File: src/ipt_pkg.sv
// ipt_pkg: types and constants shared by the IPv4 text parser.
// Holds the scan phase, the parse state record and the result record.
// No dependencies.
package ipt_pkg;

	localparam int unsigned CHAR_W    = 8;
	localparam int unsigned LEN_W     = 4;
	localparam int unsigned CAP_W     = 5;
	localparam int unsigned ADDR_W    = 32;
	localparam int unsigned ACC_W     = 24;
	localparam int unsigned OCTET_W   = 8;
	localparam int unsigned WIDE_W    = 12;    // octet * 10 + digit

	localparam logic [LEN_W-1:0]   LEN_MAX     = 4'd15;
	localparam logic [WIDE_W-1:0]  OCTET_MAX   = 12'd255;
	localparam logic [1:0]         LAST_OCTET  = 2'd3;
	localparam logic [1:0]         MAX_DIGITS  = 2'd3;
	localparam logic [CAP_W-1:0]   CAP_RESET   = 5'd16;

	localparam logic [CHAR_W-1:0]  CH_NUL   = 8'h00;
	localparam logic [CHAR_W-1:0]  CH_TAB   = 8'h09;
	localparam logic [CHAR_W-1:0]  CH_LF    = 8'h0A;
	localparam logic [CHAR_W-1:0]  CH_CR    = 8'h0D;
	localparam logic [CHAR_W-1:0]  CH_SPACE = 8'h20;
	localparam logic [CHAR_W-1:0]  CH_DOT   = 8'h2E;
	localparam logic [CHAR_W-1:0]  CH_ZERO  = 8'h30;
	localparam logic [CHAR_W-1:0]  CH_NINE  = 8'h39;

	// configuration register indexes
	localparam logic CFG_TOKEN_MODE = 1'b0;
	localparam logic CFG_CAPACITY   = 1'b1;

	typedef enum logic [1:0] {
		PH_LEAD   = 2'd0,
		PH_TOKEN  = 2'd1,
		PH_TRAIL  = 2'd2,
		PH_IGNORE = 2'd3
	} phase_t;

	typedef struct packed {
		phase_t              phase;
		logic                failed;
		logic [1:0]          octet_index;
		logic [1:0]          digit_count;
		logic [OCTET_W-1:0]  octet_value;
		logic [ACC_W-1:0]    acc;
		logic [LEN_W-1:0]    length;
	} parse_state_t;

	typedef struct packed {
		logic               address_valid;
		logic [ADDR_W-1:0]  address;
		logic [LEN_W-1:0]   text_length;
	} result_t;

	localparam parse_state_t STATE_RESET = '{
		phase:       PH_LEAD,
		failed:      1'b0,
		octet_index: 2'd0,
		digit_count: 2'd0,
		octet_value: '0,
		acc:         '0,
		length:      '0
	};

endpackage

File: src/ipt_step.sv
// ipt_step: per-character update of the parse state and the end-of-text result.
// Purely combinational; uses ipt_pkg.
module ipt_step (
	input  ipt_pkg::parse_state_t           cur,
	input  logic [ipt_pkg::CHAR_W-1:0]      character,
	input  logic                            end_of_text,
	input  logic                            token_mode,
	input  logic [ipt_pkg::CAP_W-1:0]       output_capacity,
	output ipt_pkg::parse_state_t           nxt,
	output ipt_pkg::result_t                result
);
	import ipt_pkg::*;

	logic                is_space;
	logic                is_digit;
	logic [WIDE_W-1:0]   wide_val;
	logic                ok;
	parse_state_t        tok;    // state after taking a token character

	assign is_space = (character == CH_SPACE) || (character == CH_CR) ||
	                  (character == CH_LF) || (character == CH_TAB);
	assign is_digit = (character >= CH_ZERO) && (character <= CH_NINE);
	assign wide_val = {1'b0, cur.octet_value, 3'b000} + {3'b000, cur.octet_value, 1'b0}
	                + {8'd0, character[3:0]};

	always_comb begin
		tok = cur;
		tok.phase = PH_TOKEN;
		if (cur.length == LEN_MAX) begin
			tok.failed = 1'b1;
		end else begin
			tok.length = cur.length + LEN_W'(1);
		end
		if (!tok.failed) begin
			if (is_digit) begin
				if (cur.digit_count == MAX_DIGITS || wide_val > OCTET_MAX) begin
					tok.failed = 1'b1;
				end else begin
					tok.octet_value = wide_val[OCTET_W-1:0];
					tok.digit_count = cur.digit_count + 2'd1;
				end
			end else if (character == CH_DOT) begin
				if (cur.digit_count == 2'd0 || cur.octet_index == LAST_OCTET) begin
					tok.failed = 1'b1;
				end else begin
					tok.acc         = {cur.acc[ACC_W-OCTET_W-1:0], cur.octet_value};
					tok.octet_index = cur.octet_index + 2'd1;
					tok.digit_count = 2'd0;
					tok.octet_value = '0;
				end
			end else begin
				tok.failed = 1'b1;
			end
		end
	end

	always_comb begin
		nxt = cur;
		if (end_of_text) begin
			nxt = STATE_RESET;
		end else if (character == CH_NUL) begin
			// string terminator: the rest up to the end marker is dropped
			nxt.phase = PH_IGNORE;
		end else begin
			unique case (cur.phase)
				PH_LEAD: begin
					if (!is_space) begin
						nxt = tok;
					end
				end
				PH_TOKEN: begin
					if (is_space) begin
						nxt.phase = token_mode ? PH_IGNORE : PH_TRAIL;
					end else begin
						nxt = tok;
					end
				end
				PH_TRAIL: begin
					if (!is_space) begin
						nxt.failed = 1'b1;
					end
				end
				PH_IGNORE: begin
					nxt = cur;
				end
				default: begin
					nxt = cur;
				end
			endcase
		end
	end

	assign ok = !cur.failed && (cur.phase != PH_LEAD) && (cur.length != '0) &&
	            (cur.octet_index == LAST_OCTET) && (cur.digit_count != 2'd0) &&
	            ({1'b0, cur.length} < output_capacity);

	always_comb begin
		result.address_valid = ok;
		result.address       = ok ? {cur.acc, cur.octet_value} : '0;
		result.text_length   = ok ? cur.length : '0;
	end

endmodule

File: src/ipv4_text_parser.sv
// ipv4_text_parser: dotted-decimal IPv4 checker over a character stream.
// Top level; instantiates ipt_step, uses ipt_pkg.
//
//   channel | signals                                   | direction
//   --------+-------------------------------------------+----------
//   in      | in_valid, in_stall, character, end_of_text | in
//   out     | out_valid, out_stall, address_valid,      | out
//           | address, text_length                      |
//   cfg     | cfg_we, cfg_index, cfg_data               | in
//
// One character per cycle while in_stall is low: input register, state update, result register.
// A result is presented after its end marker passes from the input register into the result register.
// in_stall rises only when an end marker sits in the input register while the
// result register is full and stalled; plain characters keep flowing.
// Reset clears the parse state, token_mode to 0 and output_capacity to 16.
module ipv4_text_parser (
	input  logic                         clk,
	input  logic                         arst_n,
	input  logic                         in_valid,
	output logic                         in_stall,
	input  logic [ipt_pkg::CHAR_W-1:0]   character,
	input  logic                         end_of_text,
	output logic                         out_valid,
	input  logic                         out_stall,
	output logic                         address_valid,
	output logic [ipt_pkg::ADDR_W-1:0]   address,
	output logic [ipt_pkg::LEN_W-1:0]    text_length,
	input  logic                         cfg_we,
	input  logic                         cfg_index,
	input  logic [ipt_pkg::CAP_W-1:0]    cfg_data
);
	import ipt_pkg::*;

	logic                 valid_s1;
	logic [CHAR_W-1:0]    char_s1;
	logic                 eot_s1;
	logic                 fire_s1;
	logic                 in_xfer;
	logic                 token_mode_q;
	logic [CAP_W-1:0]     capacity_q;
	parse_state_t         state_q;
	parse_state_t         state_nxt;
	result_t              result_nxt;
	result_t              result_q;
	logic                 out_valid_q;

	assign fire_s1  = valid_s1 && (!eot_s1 || !out_valid_q || !out_stall);
	assign in_stall = valid_s1 && !fire_s1;
	assign in_xfer  = in_valid && !in_stall;

	always_ff @(posedge clk or negedge arst_n) begin
		if (!arst_n) begin
			token_mode_q <= 1'b0;
			capacity_q   <= CAP_RESET;
		end else if (cfg_we) begin
			unique case (cfg_index)
				CFG_TOKEN_MODE: token_mode_q <= cfg_data[0];
				CFG_CAPACITY:   capacity_q   <= cfg_data;
				default:        token_mode_q <= token_mode_q;
			endcase
		end
	end

	always_ff @(posedge clk or negedge arst_n) begin
		if (!arst_n) begin
			valid_s1 <= 1'b0;
		end else if (in_xfer) begin
			valid_s1 <= 1'b1;
		end else if (fire_s1) begin
			valid_s1 <= 1'b0;
		end
	end

	always_ff @(posedge clk) begin
		if (in_xfer) begin
			char_s1 <= character;
			eot_s1  <= end_of_text;
		end
	end

	ipt_step u_step (
		.cur             (state_q),
		.character       (char_s1),
		.end_of_text     (eot_s1),
		.token_mode      (token_mode_q),
		.output_capacity (capacity_q),
		.nxt             (state_nxt),
		.result          (result_nxt)
	);

	always_ff @(posedge clk or negedge arst_n) begin
		if (!arst_n) begin
			state_q <= STATE_RESET;
		end else if (fire_s1) begin
			state_q <= state_nxt;
		end
	end

	always_ff @(posedge clk or negedge arst_n) begin
		if (!arst_n) begin
			out_valid_q <= 1'b0;
		end else if (fire_s1 && eot_s1) begin
			out_valid_q <= 1'b1;
		end else if (!out_stall) begin
			out_valid_q <= 1'b0;
		end
	end

	always_ff @(posedge clk) begin
		if (fire_s1 && eot_s1) begin
			result_q <= result_nxt;
		end
	end

	assign out_valid     = out_valid_q;
	assign address_valid = result_q.address_valid;
	assign address       = result_q.address;
	assign text_length   = result_q.text_length;

endmodule

File: config.mk
export PLATFORM = sky130hd
export DESIGN_NAME = ipv4_text_parser
export DESIGN_NICKNAME = d
export VERILOG_FILES = /design/src/ipt_pkg.sv /design/src/ipt_step.sv /design/src/ipv4_text_parser.sv
export SDC_FILE = /design/constraint.sdc
export NUM_CORES = 1
export LEC_CHECK = 0
export BUFFER_PORTS_ARGS = -buffer_cell sky130_fd_sc_hd__buf_2
export CORE_UTILIZATION = 52
export DETAILED_ROUTE_END_ITERATION = 10
export GPL_TIMING_DRIVEN = 0
export PLACE_DENSITY = 0.75
export SKIP_LAST_GASP = 1
export SYNTH_ARGS = -nofsm -noshare
export SYNTH_HDL_FRONTEND = slang
export SYNTH_SLANG_ARGS = --single-unit
File: constraint.sdc
create_clock -name clk -period 3.4 [get_ports clk]
set_input_delay 0 -clock clk [delete_from_list [all_inputs] [get_ports clk]]
set_output_delay 0 -clock clk [all_outputs]
set_load 0.05 [all_outputs]
======== Yosys cells after proc, flatten, opt, wreduce, memory -nomap -nowiden ========
Cells that the tools add are included.
storage, ports and cells
  register bits after elaboration ......... 97
  input port bits ......................... 20
  output and inout port bits .............. 39
  logic and storage cells ................. 109
cells by class
  add/sub/neg operators ................... 5
  $lt $le $gt $ge ......................... 4
  equal/unequal tests ..................... 18
  multiplexer cells ....................... 28
  bitwise operators ....................... 1
  reduce and logical (&&, ||, !) cells .... 37
operator list
  kind                 number
  $mux 43              2
  $mux 41              2
  $pmux 40 s2          1
  $mux 36              2
  $mux 37              1
  $eq 8x4->1 const B   3
  $mux 24              1
  $mux 10              2
  $eq 8x6->1 const B   2
  $add 11x9->12        1
  $add 12x4->12        1
  $gt 12x8->1 const B  1
  $mux 1               11
  $logic_and 1x1->1    10
  $ne 3x3->1 const B   3
  $eq 2x2->1 const B   4
  $ge 8x6->1 const B   1
  $le 8x6->1 const B   1
  $logic_not 8->1      1
  $reduce_bool 4->1    2
  $logic_or 1x1->1     7
  $logic_not 1->1      6
  $mux 2               3
  $reduce_and 6->1     1
  other kinds (18)     24

======== Logic depth before layout (Yosys ltp) ========
  depth after elaboration ................. 11
  gate-level depth with buffers ........... 11
  depth with buffers taken out ............ 10

======== By module ========
A second synthesis with hierarchy kept.
second synthesis, totals
  cell total of the unflattened synthesis .. 612
  area, all modules ....................... 6002.0 um2
modules (own cells, without submodules)
  module            times used  cells each  area an instance (um2)  sequential area each (um2)
  ipv4_text_parser  1           316         4187.8                  2658.8
  ipt_step          1           296         1814.2                  0.0

======== Worst setup path before layout ========
OpenSTA, ideal clock, no wires.
  path type ............................... reg-to-reg
  from .................................... register char_s1[3]
  to ...................................... register state_q[36] (netlist bit)
  library setup time ...................... 0.125 ns
  arrival ................................. 3.067 ns
  data required time ...................... 3.275 ns
  setup slack ............................. 0.208 ns
  stages on the path, launching flop included .. 11
  buffers on the path ..................... 0
  clock period less this slack ............ 3.192 ns
  path through ............................ edfxtp_1 -> inv_1 -> fa_1 -> inv_1 -> fa_1 -> a211oi_2 -> o31ai_2 -> or3_1 -> a311oi_2 -> a31oi_2 -> mux2_2
between the ends
  cells in the longest elaborated chain, start to end .. 10
  elaborated cells between the ends (all ways) .. 28
  those cells by class .................... add/sub: 1; order compare: 3; eq/ne: 8; mux: 9; reduce/logical: 7
RTL lines
  item                                RTL line                        source
  start, declared                     ipv4_text_parser.sv:35          logic [CHAR_W-1:0] char_s1;
  start signal, assigned              ipv4_text_parser.sv:76          char_s1 <= character;
  $add 12x4->12                       ipt_step.sv:24                  + {8'd0, character[3:0]};
  $gt 12x8->1                         ipt_step.sv:36                  if (cur.digit_count == MAX_DIGITS || wide_val > OCTET_MAX) begin
  $logic_or 1x1->1                    ipt_step.sv:36
  $mux 10                             ipt_step.sv:36
  $mux 10                             ipt_step.sv:35                  if (is_digit) begin
  $mux 37                             ipt_step.sv:34                  if (!tok.failed) begin
  $mux 41 or $mux 43 (tied branches)  ipt_step.sv:72, ipt_step.sv:67
  $pmux 40 s2                         ipt_step.sv:65                  unique case (cur.phase)
  $mux 41                             ipt_step.sv:61                  end else if (character == CH_NUL) begin
  $mux 43                             ipt_step.sv:59                  if (end_of_text) begin
  end signal, assigned                ipv4_text_parser.sv:95          state_q <= state_nxt;
  end, declared                       ipv4_text_parser.sv:41          parse_state_t state_q;
Parallel ways exist; a longest one is shown, timed or not. The select of a mux whose other input is x is not followed.
A chain may end at the register's enable or synchronous reset.

======== Worst setup path after layout ========
Ends and elaborated chain as after synthesis.

==> reports/qor.yml <==
finish:
  stdcell_count: 632
  mostFrequentLayoutCell: "buf_2"
  antenna_cells: 0
  postLayoutCellArea_sq_um: 5728
  area_growth_pct: 19.28
  nNetsFinal: 564
  drive_gt1_share_pct: 20.61
  mostFrequentLayoutCells: "buf_2, dfrtp_1, edfxtp_1"
critical_path:
  slowest_stage: "fa_1"
  path_class: "reg2reg"
  cpLargestDelayFamily: "adder cells"
  rr_endpoint: "state_q[36]$_DFFE_PN0P_"
  critical_path.most_common_cell: "inv_1"
  path_cells: "inv_1, fa_1, inv_1, fa_2, a211oi_4, o31ai_2, or3_4, a311oi_4, and4_1, buf_6, mux2_2"
  cp-end-kind: "flip-flop"
  reg2reg_depth: 11
  slowest_delay_ns: 0.53
  critPathRequiredTime_ns: 3.70
  cp_max_fo: 10
  r2r_start: "char_s1[3]$_DFFE_PP_"
  critPathArrivalTime_ns: 3.57
  path_buf_inv: 3
  ff2ff_setup_slack_ns: 0.13
  cp-start-kind: "flip-flop"
cts:
  path_clk_slew_ns: 0.09
  clk_latency_ns: 0.36
  clock_sinks: 97
  numCtsBuffers: 9
  cts_buffer_depth: 2
  cts_root_buf: "clkbuf_8"
  h-tree-depth: 3
  cts_tree: "done"
worst_hold_path:
  hold_path.class: "in2reg"
  min_delay_path_depth: 3
  min-delay-start: "cfg_index"
  hold_end: "token_mode_q$_DFFE_PN0P_"
routing:
  wl_per_cell_microns: 15.25
  postRouteAntennaNets: 0
  routed_wl_microns: 9639
  drtIter0Drc: 127
  vias: 3588
  via_per_inst: 5.677
  dr.pass1.iters: 8
  drc_errors: 6
sta:
  fmax_ghz: 0.3058
  worst_pin_slew_ns: 1.174
  hold_violations: 0
  finClkSkew_ns: 0.008327
  slew_violations: 0
  setup_violations: 0
  period_share_pct: 96.18
  fin_tns_setup_ns: 0
  period_needed_ns: 3.270
  slew-limit-headroom_pct: 21.76
run_status:
  status: "complete, but fails checks"
  violations: "DRC"
global_route:
  grt_usage_pct: 21.39
  use_met1_pct: 27.00
  grt_pass1_vias: 3498
  gr-usage-met2_pct: 36.02
  grt_antenna_before_repair: 0
  use_met3_pct: 3.579
  grt_max_degree: 52
  grt_pass1_wl_microns: 16220
  overflow: 0
  busiest_layer: "met2"
synth:
  synth.cell_area_sq_um: 4802
  ys_ff_latch: 97
  yosysUniqueCellTypes: 60
  ys_seq_area_share_pct: 55.37
  post-synth-top-area-cell: "edfxtp_1"
  syn_nets: 472
  synth_warnings: 0
  async_reset_ff_share_pct: 52.58
  yosys-top-cells-area: "edfxtp_1, dfrtp_1, ha_1"
  synth-edff-count: 46
  synth_top_area_share_pct: 28.76
  synth_cells: 427
  synth.avg_cell_area_sq_um: 11.25
  ys.flop_type: "dfrtp_1"
pwr:
  p_leak_nw: 2.638
  powerDensity_nw_per_um2: 467.7
  vdd_ir_drop_max_mv: 0.2408
  switchingPower_mw: 0.7829
  pwr-share-clk_pct: 29.2
  p_seq_share_pct: 55.6
  comb_power_share_pct: 15.2
  p_int_mw: 1.896
  sw_frac_of_total_pct: 29.22
place:
  place.gp.congestion: 0.8505
  portBuffers: 58
  dp_hpwl_microns: 6606
  post_dp_cell_area_sq_um: 5263
  dp.cells: 594
floorplanning:
  dieArea_sq_um: 9623
  die_h_microns: 98.10
  die_w_microns: 98.10
  core_sq_um: 8848
  initial_core_util_pct: 54.27
  rows: 34
  pin_count: 59
job:
  drv_cap: 0
==> flip-flops by register name, summed over array words and instances (netlist names) <==
| signal | cells |
|---|---|
| state_q | 43 |
| text_length | 4 |
| capacity_q | 5 |
| out_valid | 1 |
| eot_s1 | 1 |
| token_mode_q | 1 |
| address_valid | 1 |
| char_s1 | 8 |
| address | 32 |
| valid_s1 | 1 |
==> area by class of cell <==
class | count | area [sq um]
Tap cell | 108 | 135.1
Clock buffer | 10 | 137.6
Buffer | 18 | 77.57
Inverter | 16 | 60.06
Timing Repair Buffer | 80 | 518.0
Sequential cell | 97 | 2661
Clock inverter | 6 | 73.82
Fill cell | 709 | 3120
Multi-Input combinational cell | 297 | 2064
==> routing by layer <==
metal	vias up	part of all wire, %	wire [microns]
li1	1740	-	-
met2	93	51	4871
met5	-	0	0
met3	25	3.7	356
met1	1730	43	4161
met4	0	2.6	249
==> stage by stage <==
stage | setup slack [ns] | hold slack [ns] | power, mW | util [%]
CTS | 0.01991 | 0.01155 | 2.691 | 64.01
floorplan | 0.2079 | -0.2956 | 1.764 | -
global placement | -0.3718 | 0.1764 | 1.875 | 59.08
detailed placement | -0.07898 | 0.1781 | 1.900 | 59.47
finish | 0.1299 | 0.01542 | 2.679 | 64.73
global route | -0.001340 | 0.01251 | 2.818 | 64.73
==> cells by family (layout without fill, tap and decap cells) <==
family                     after synthesis  count (layout)  synth area share (%)
muxes                                    9               9                 2.189
DFF                                     97              97                 55.37
and+or+nand+nor                        146             146                 17.07
AOI/OAI and AO/OA                      111             112                 14.85
adders and majority gates               25              25                 6.827
buffers and inverters                   34             130                 2.788
xor gates and xnor gates                 5               5                0.9119
==> power by group through the flow <==
| stage | clock network [mW] | registers, mW | logic [mW] |
|---|---|---|---|
| 2_1_floorplan | 0 | 1.54 | 0.225 |
| 3_3_place_gp | 0 | 1.51 | 0.365 |
| 3_5_place_dp | 0 | 1.51 | 0.386 |
| 4_1_cts | 0.797 | 1.49 | 0.405 |
| 5_1_grt | 0.851 | 1.51 | 0.456 |
| 6_report | 0.782 | 1.49 | 0.407 |
==> Yosys cell counts (all sizes together) (3+ instances only) <==
master  instances
a21oi          35
o21ai          37
buf             3
mux2            9
nand4           3
dfrtp          50
nand3           4
a21o            6
and2           40
and3           26
nand2          37
ha             23
nor4            3
clkbuf         15
nor2           15
nand2b          6
edfxtp         46
xor2            5
inv            16
o31ai           4
a22o           10
==> worst register-to-register path, cell delays in order (launching register included) <==
cell      delay (ns)
edfxtp_1        0.37
inv_1           0.06
fa_1            0.53
inv_1           0.07
fa_2            0.43
a211oi_4        0.25
o31ai_2         0.13
or3_4           0.39
a311oi_4        0.43
and4_1          0.26
buf_6           0.15
mux2_2          0.15
==> how the worst max path moves through the flow <==
stage                               from                   endpoint  slack [ns]  cells after the start
finish              char_s1[3]$_DFFE_PP_    state_q[36]$_DFFE_PN0P_        0.13                     11
CTS                 char_s1[3]$_DFFE_PP_    state_q[36]$_DFFE_PN0P_        0.02                     10
global placement    valid_s1$_DFFE_PN0P_  address[22]$_SDFFCE_PN0P_       -0.37                      4
floorplan           char_s1[3]$_DFFE_PP_    state_q[36]$_DFFE_PN0P_        0.21                     10
detailed placement  char_s1[3]$_DFFE_PP_    state_q[36]$_DFFE_PN0P_       -0.08                     10
global route        char_s1[3]$_DFFE_PP_    state_q[36]$_DFFE_PN0P_      -0.001                     11
==> timing repair <==
action	in CTS	in global routing
resized for setup	2	6
hold buffers	17	0
gates cloned	0	1
pin swaps	1	4
endpoints found under the setup margin	9	10
endpoints found under the hold margin	67	0
setup buffers	0	4
Power figures use the tool's default switching activity.
